==> src/sv/gfd_pkg.sv <==
// ----------------------------------------------------------------------------
// gfd_pkg
// Shared types and constants for the depth-limited grid flood block.
// ----------------------------------------------------------------------------
package gfd_pkg;

    // Grid store geometry
    localparam int MAX_ROWS = 64;
    localparam int MAX_COLS = 64;
    localparam int CELLS    = MAX_ROWS * MAX_COLS;

    localparam int ROW_W = (MAX_ROWS > 1) ? $clog2(MAX_ROWS) : 1;
    localparam int COL_W = (MAX_COLS > 1) ? $clog2(MAX_COLS) : 1;
    localparam int NR_W  = $clog2(MAX_ROWS + 1);
    localparam int NC_W  = $clog2(MAX_COLS + 1);

    // Reached map is addressed by {row, col}
    localparam int MAP_AW    = ROW_W + COL_W;
    localparam int MAP_DEPTH = 2 ** MAP_AW;

    // Frontier queue
    localparam int Q_AW    = (CELLS > 1) ? $clog2(CELLS) : 1;
    localparam int Q_CNT_W = $clog2(CELLS + 1);

    // Field widths
    localparam int DIM_W      = 7;
    localparam int LEVEL_W    = 13;
    localparam int COUNT_W    = 13;
    localparam int CFG_IDX_W  = 2;
    localparam int CFG_DATA_W = 13;
    localparam int S_TDATA_W  = 16;
    localparam int M_TDATA_W  = 16;

    // Register reset values
    localparam logic [DIM_W-1:0]   ROWS_RESET  = 7'd64;
    localparam logic [DIM_W-1:0]   COLS_RESET  = 7'd64;
    localparam logic [LEVEL_W-1:0] LIMIT_RESET = '0;

    // Configuration register indexes
    typedef enum logic [CFG_IDX_W-1:0] {
        CFG_GRID_ROWS  = 2'd0,
        CFG_GRID_COLS  = 2'd1,
        CFG_TIME_LIMIT = 2'd2
    } cfg_idx_t;

    // Neighbour order: up, left, down, right
    typedef enum logic [1:0] {
        DIR_UP,
        DIR_LEFT,
        DIR_DOWN,
        DIR_RIGHT
    } dir_t;

    // One frontier queue entry
    typedef struct packed {
        logic [LEVEL_W-1:0] level;
        logic [COL_W-1:0]   col;
        logic [ROW_W-1:0]   row;
    } qentry_t;

    localparam int Q_W = $bits(qentry_t);

    // Controller to datapath
    typedef struct packed {
        logic seed_load;
        logic pop;
        logic entry_latch;
        logic nb_issue;
        dir_t dir;
        logic sweep;
        logic out_load;
        logic q_clear;
    } gfd_cmd_t;

    // Datapath to controller
    typedef struct packed {
        logic q_empty;
        logic level_ok;
        logic sweep_last;
    } gfd_status_t;

endpackage

==> src/sv/gfd_ctrl.sv <==
// ----------------------------------------------------------------------------
// gfd_ctrl
// Sequencer for seed loading, breadth-first expansion and the count sweep.
// ----------------------------------------------------------------------------
module gfd_ctrl import gfd_pkg::*; (
    input  logic        aclk,
    input  logic        aresetn,
    input  logic        s_tvalid,
    input  logic        s_tlast,
    output logic        s_tready,
    output logic        m_tvalid,
    input  logic        m_tready,
    output gfd_cmd_t    cmd,
    input  gfd_status_t sts
);

    typedef enum logic [3:0] {
        ST_CLEAR,
        ST_IDLE,
        ST_SEED,
        ST_POP,
        ST_ENTRY,
        ST_EXPAND,
        ST_EXPAND_END,
        ST_SWEEP,
        ST_SWEEP_END,
        ST_DONE
    } state_t;

    state_t state_reg, state_next;
    dir_t   dir_reg, dir_next;
    logic   last_reg;
    logic   s_tready_reg;
    logic   m_tvalid_reg;
    logic   accept;

    assign accept   = s_tvalid && s_tready_reg;
    assign s_tready = s_tready_reg;
    assign m_tvalid = m_tvalid_reg;

    // Next state and commands
    always_comb begin
        state_next = state_reg;
        dir_next   = dir_reg;
        cmd        = '0;
        cmd.dir    = dir_reg;
        unique case (state_reg)
            ST_CLEAR: begin
                // wipe the reached map after reset
                cmd.sweep = 1'b1;
                if (sts.sweep_last) begin
                    state_next = ST_IDLE;
                end
            end
            ST_IDLE: begin
                if (accept) begin
                    cmd.seed_load = 1'b1;
                    state_next    = ST_SEED;
                end
            end
            ST_SEED: begin
                // map lookup of the seed completes here
                state_next = last_reg ? ST_POP : ST_IDLE;
            end
            ST_POP: begin
                if (sts.q_empty) begin
                    state_next = ST_SWEEP;
                end else begin
                    cmd.pop    = 1'b1;
                    state_next = ST_ENTRY;
                end
            end
            ST_ENTRY: begin
                if (sts.level_ok) begin
                    cmd.entry_latch = 1'b1;
                    dir_next        = DIR_UP;
                    state_next      = ST_EXPAND;
                end else begin
                    state_next = ST_SWEEP;
                end
            end
            ST_EXPAND: begin
                cmd.nb_issue = 1'b1;
                if (dir_reg == DIR_RIGHT) begin
                    state_next = ST_EXPAND_END;
                end else begin
                    dir_next = dir_t'(dir_reg + 2'd1);
                end
            end
            ST_EXPAND_END: begin
                // last neighbour is checked in this cycle
                state_next = ST_POP;
            end
            ST_SWEEP: begin
                cmd.sweep = 1'b1;
                if (sts.sweep_last) begin
                    state_next = ST_SWEEP_END;
                end
            end
            ST_SWEEP_END: begin
                state_next = ST_DONE;
            end
            ST_DONE: begin
                if (!m_tvalid_reg || m_tready) begin
                    cmd.out_load = 1'b1;
                    cmd.q_clear  = 1'b1;
                    state_next   = ST_IDLE;
                end
            end
            default: begin
                state_next = ST_CLEAR;
            end
        endcase
    end

    // State and registered handshake outputs
    always_ff @(posedge aclk) begin
        if (!aresetn) begin
            state_reg    <= ST_CLEAR;
            dir_reg      <= DIR_UP;
            last_reg     <= 1'b0;
            s_tready_reg <= 1'b0;
            m_tvalid_reg <= 1'b0;
        end else begin
            state_reg    <= state_next;
            dir_reg      <= dir_next;
            s_tready_reg <= (state_next == ST_IDLE);
            if (accept) begin
                last_reg <= s_tlast;
            end
            if (cmd.out_load) begin
                m_tvalid_reg <= 1'b1;
            end else if (m_tready) begin
                m_tvalid_reg <= 1'b0;
            end
        end
    end

endmodule

==> config.mk <==
export PLATFORM = sky130hd
export DESIGN_NAME = gfd_ctrl
export DESIGN_NICKNAME = d
export VERILOG_FILES = /design/src/sv/gfd_pkg.sv /design/src/sv/gfd_ctrl.sv
export SDC_FILE = /design/constraint.sdc
export NUM_CORES = 1
export LEC_CHECK = 0
export ABC_AREA = 1
export BUFFER_PORTS_ARGS = -buffer_cell sky130_fd_sc_hd__buf_2
export CAP_MARGIN = 40
export CORE_AREA = 5 5 45 47
export DETAILED_ROUTE_END_ITERATION = 10
export DIE_AREA = 0 0 50 52
export GPL_TIMING_DRIVEN = 0
export SYNTH_ARGS = -nofsm -noshare
export SYNTH_HDL_FRONTEND = slang
export SYNTH_SLANG_ARGS = --single-unit
==> constraint.sdc <==
create_clock -name aclk -period 3.5 [get_ports aclk]
set_clock_uncertainty 0.1 [all_clocks]
set_input_delay 0.7 -clock aclk [delete_from_list [all_inputs] [get_ports aclk]]
set_output_delay 0.7 -clock aclk [all_outputs]
set_load 0.02 [all_outputs]
* After elaboration in Yosys (flattened, before gate mapping) *
Index checks and enable logic that the tools add are counted.

storage, ports and cells
  register bits = 9
  input bits = 8
  output and inout port bits = 11
  logic and storage cells = 51

cells by class
  add/subtract/negate cells = 1
  eq/ne operators = 13
  mux-type cells = 24
  reductions and logical operators = 8

operators with widths
  kind                                                             number
  4-bit one-hot mux with 10 select lines                           1
  4-bit two-way mux                                                5
  4-bit by 3-bit == test with 1-bit output, second input constant  4
  2-bit two-way mux                                                7
  1-bit two-way mux                                                10
  4-bit by 1-bit == test with 1-bit output, second input constant  2
  4-bit by 2-bit == test with 1-bit output, second input constant  2
  4-bit == test, second input constant                             2
  4-bit zero test                                                  1
  2-bit != test, second input constant                             2
  2-bit one-hot mux with 2 select lines                            1
  2-bit nonzero test                                               2
  3-bit AND reduction                                              1
  2-bit by 1-bit adder with 2-bit output, second input constant    1
  2-bit == test, second input constant                             1
  2-bit OR reduction                                               1
  1-bit logical AND                                                1
  1-bit zero test                                                  1
  1-bit logical OR                                                 1

* Depth between registers and ports, before layout *
  depth after elaboration = 5
  mapped depth = 8
  depth with buffers taken out = 8

* Worst setup path before layout *
OpenSTA, ideal clock, no wires.

  path kind = input -> output
  start point = in m_tready
  end point = out cmd[1] in the netlist's numbering
  arrival time = 1.362 ns
  required time = 2.700 ns
  slack = 1.338 ns
  cell stages on the path = 3
  path buffers = 1
  cells stage by stage = inv_1 a21oi_1 buf_4

RTL lines
  what                RTL line        text
  start: declaration  gfd_ctrl.sv:12  input logic m_tready,
  end: declaration    gfd_ctrl.sv:13  output gfd_cmd_t cmd,

==> results by group <==
Layout
  – Ant diodes: 0
  – Most frequent cells in the layout: nand2_1 (29), buf_2 (18), inv_1 (15)
  – Fill cells: about 190
  – Layout Nets: 130
  – Largest register FFs: 4
  – Commonest non-fill, non-tap cell in the layout: nand2_1
  – Non-filler cells, final: between 100 and 150
  – Ratio of cells with drive above 1 in the final layout: 0.250
  – Layout Area Growth over Synthesis: 23.8%

Routing
  – Via density: ~4.5
  – Antenna Nets Post-Route: 0
  – DR pass1 iterations: 4
  – DR vias: a little over 600
  – Final WL: 1290 µm
  – Drt wl/cell: between 9 and 10 µm
  – Violation count after the first detailed-route iteration: 7
  – DRC: 0

Place
  – # port buffers: 18
  – Gpl congestion: approximately 0.83
  – Post-DP HPWL: around 1100 µm
  – Cell count after placement: approximately 130
  – Worst slack, placed: around 1.4 ns

Floorplanning
  – Initial core utilization: 0.358
  – Die Area: 2600 µm²
  – Row cnt: 15
  – Die width: 50 µm
  – Core footprint: roughly 1600 µm²
  – Die H: between 50 and 60 µm
  – IO Pins: 19

Setup path
  – WP data arrival: around 1.4 ns
  – Crit Path Category: reg -> out
  – Worst R2R Path Depth: 7
  – CP Launch Point: state_reg[3]$_SDFF_PN0_
  – Crit Reg-Reg Startpoint: state_reg[0]$_SDFF_PN0_
  – Maximum fanout along the worst path: 4
  – Startpoint Class: flop
  – Req. time, crit path: between 2 and 3 ns
  – Kind of end point of the critical path: output pin

Status
  – Status: completed

Global route
  – Global route overflow: 0
  – Global-route wire length before repair: ~2200 µm
  – Vias in the first global route: 551
  – GRT Util Overall: 0.105
  – Largest net degree at the start of global routing: 8
  – Initial antenna violation count: 0

Pwr
  – Internal power: 0.165 mW
  – Leak Pwr: approximately 0.43 nW
  – Maximum vdd drop: roughly 0.21 mV
  – Sw frac: 0.282
  – Clock power share: 0.351
  – Sequential power share: 0.484
  – Pwr/cell area: 321 nW/µm²
  – Psw: approximately 0.065 mW
  – Combinational group share of total power: 0.166

STA
  – Max Slew Vio Count: 0
  – Hold Fails Final Rpt: 0
  – Setup TNS: 0 ns
  – Final worst slack: between 1 and 1.5 ns
  – Worst Tran Pin Value: 0.239 ns
  – Period minus WS final: roughly 2.2 ns
  – RSZ-0062 raised after global routing: no
  – Max Fclk: 450 MHz
  – Finish-stage setup viols: 0
  – Final Cycle Share: 0.635
  – Rel. slew slack: 0.841

Clock network
  – Post_cts resized: 0
  – H-tree Lvls: 1
  – Clk slew on worst S/H paths: about 0.060 ns
  – Root buf cell: clkbuf_4
  – Buffer depth of the longest clock path: 2
  – Clk_lat worst skew: 0.26 ns
  – Cts hold-fix bufs: 0
  – TritonCTS buffer count: 3
  – Post-CTS Setup Inserts: 0
  – CTS tree: done
  – CTS sink cnt: 9

Synthesis
  – Cell count after synthesis: 98
  – Avg Inst Size Synth: roughly 6 µm²
  – Netlist Area Pre-Place: slightly below 600 µm²
  – #FFs+latches synth: 9
  – Synth warn: 0
  – Post-synthesis sequential area ratio: 0.312
  – Syn nets: 107
  – Distinct cells, synth: 15

Min path
  – Hold path cells: 2
  – HP Class: reg -> reg
  – Hold path startpoint: dir_reg[1]$_SDFFE_PN0P_

Flow run
  – Max-Cap Viols: 0
-- final timing paths --
check / end / slack (ns)
max reg2reg: dir_reg[0]$_SDFFE_PN0P_ / 2.19
min reg2reg: dir_reg[1]$_SDFFE_PN0P_ / 0.36
min: dir_reg[1]$_SDFFE_PN0P_ / 0.36
max: cmd[1] / 1.28
-- stage by stage --
step	util	hold WS [ns]	area, µm²	power, mW
after global placement	0.427	0.343	689	0.151
final	0.443	0.356	716	0.230
after CTS	0.443	0.357	716	0.231
after floorplan	-	0.329	578	0.138
after detailed placement	0.427	0.347	689	0.151
after global routing	0.443	0.387	716	0.242
-- critical path, stage by stage, from the launching register on --
cell and delay (ns):
dfxtp_1 0.43, nand3_1 0.15, inv_1 0.09, nand2_1 0.06, a21oi_1 0.16, buf_4 0.13
buf_2 0.15
-- routing by layer --
layer / GRT usage / vias up / share of wire
met2: 0.161 / 10 / 0.43
met4: 0.0524 / 0 / 0.011
met1: 0.137 / 255 / 0.52
li1: - / 348 / -
met3: 0.0229 / 2 / 0.042
met5: 0 / - / 0
-- Yosys cell counts --
library cell | number | area share
a31oi_1 | 1 | 0.011
a21oi_1 | 7 | 0.061
nand2_1 | 29 | 0.19
inv_1 | 15 | 0.097
inv_2 | 2 | 0.013
nor2_2 | 2 | 0.022
nor2_1 | 14 | 0.091
dfxtp_1 | 9 | 0.31
ha_1 | 1 | 0.022
nand2_2 | 2 | 0.022
o21ai_0 | 2 | 0.017
nand3_2 | 1 | 0.017
nor2_4 | 1 | 0.019
buf_4 | 1 | 0.013
nand3_1 | 11 | 0.095
-- logic make-up (layout without fill, tap and decap cells) --
family                   Yosys count  in the layout  share of synthesized area
flip-flops                         9              9                      0.312
AO/OA/AOI/OAI                     10             10                     0.0887
adder cells (fa/ha/maj)            1              1                     0.0216
buffers and inverters             18             40                      0.123
AND/OR/NAND/NOR                   60             60                      0.455
-- area by class of cell --
class	instances	area, µm²	area share
multi-input combinational	71	327	0.456
sequential	9	180	0.252
timing repair buffer	18	90.1	0.126
inverter	17	63.8	0.0892
clock buffer	4	26.3	0.0367
tap	17	21.3	0.0297
buffer	1	7.51	0.0105
-- power by group through the flow --
stage / Clock [mW] / Combinational [mW] / Sequential (mW)
final: 0.0805 / 0.0381 / 0.111
after global routing: 0.0875 / 0.0428 / 0.112
after CTS: 0.0820 / 0.0382 / 0.111
after detailed placement: 0 / 0.0381 / 0.113
after global placement: 0 / 0.0378 / 0.113
after floorplan: 0 / 0.0234 / 0.115
No activity file was read; power rests on OpenSTA's default activity.
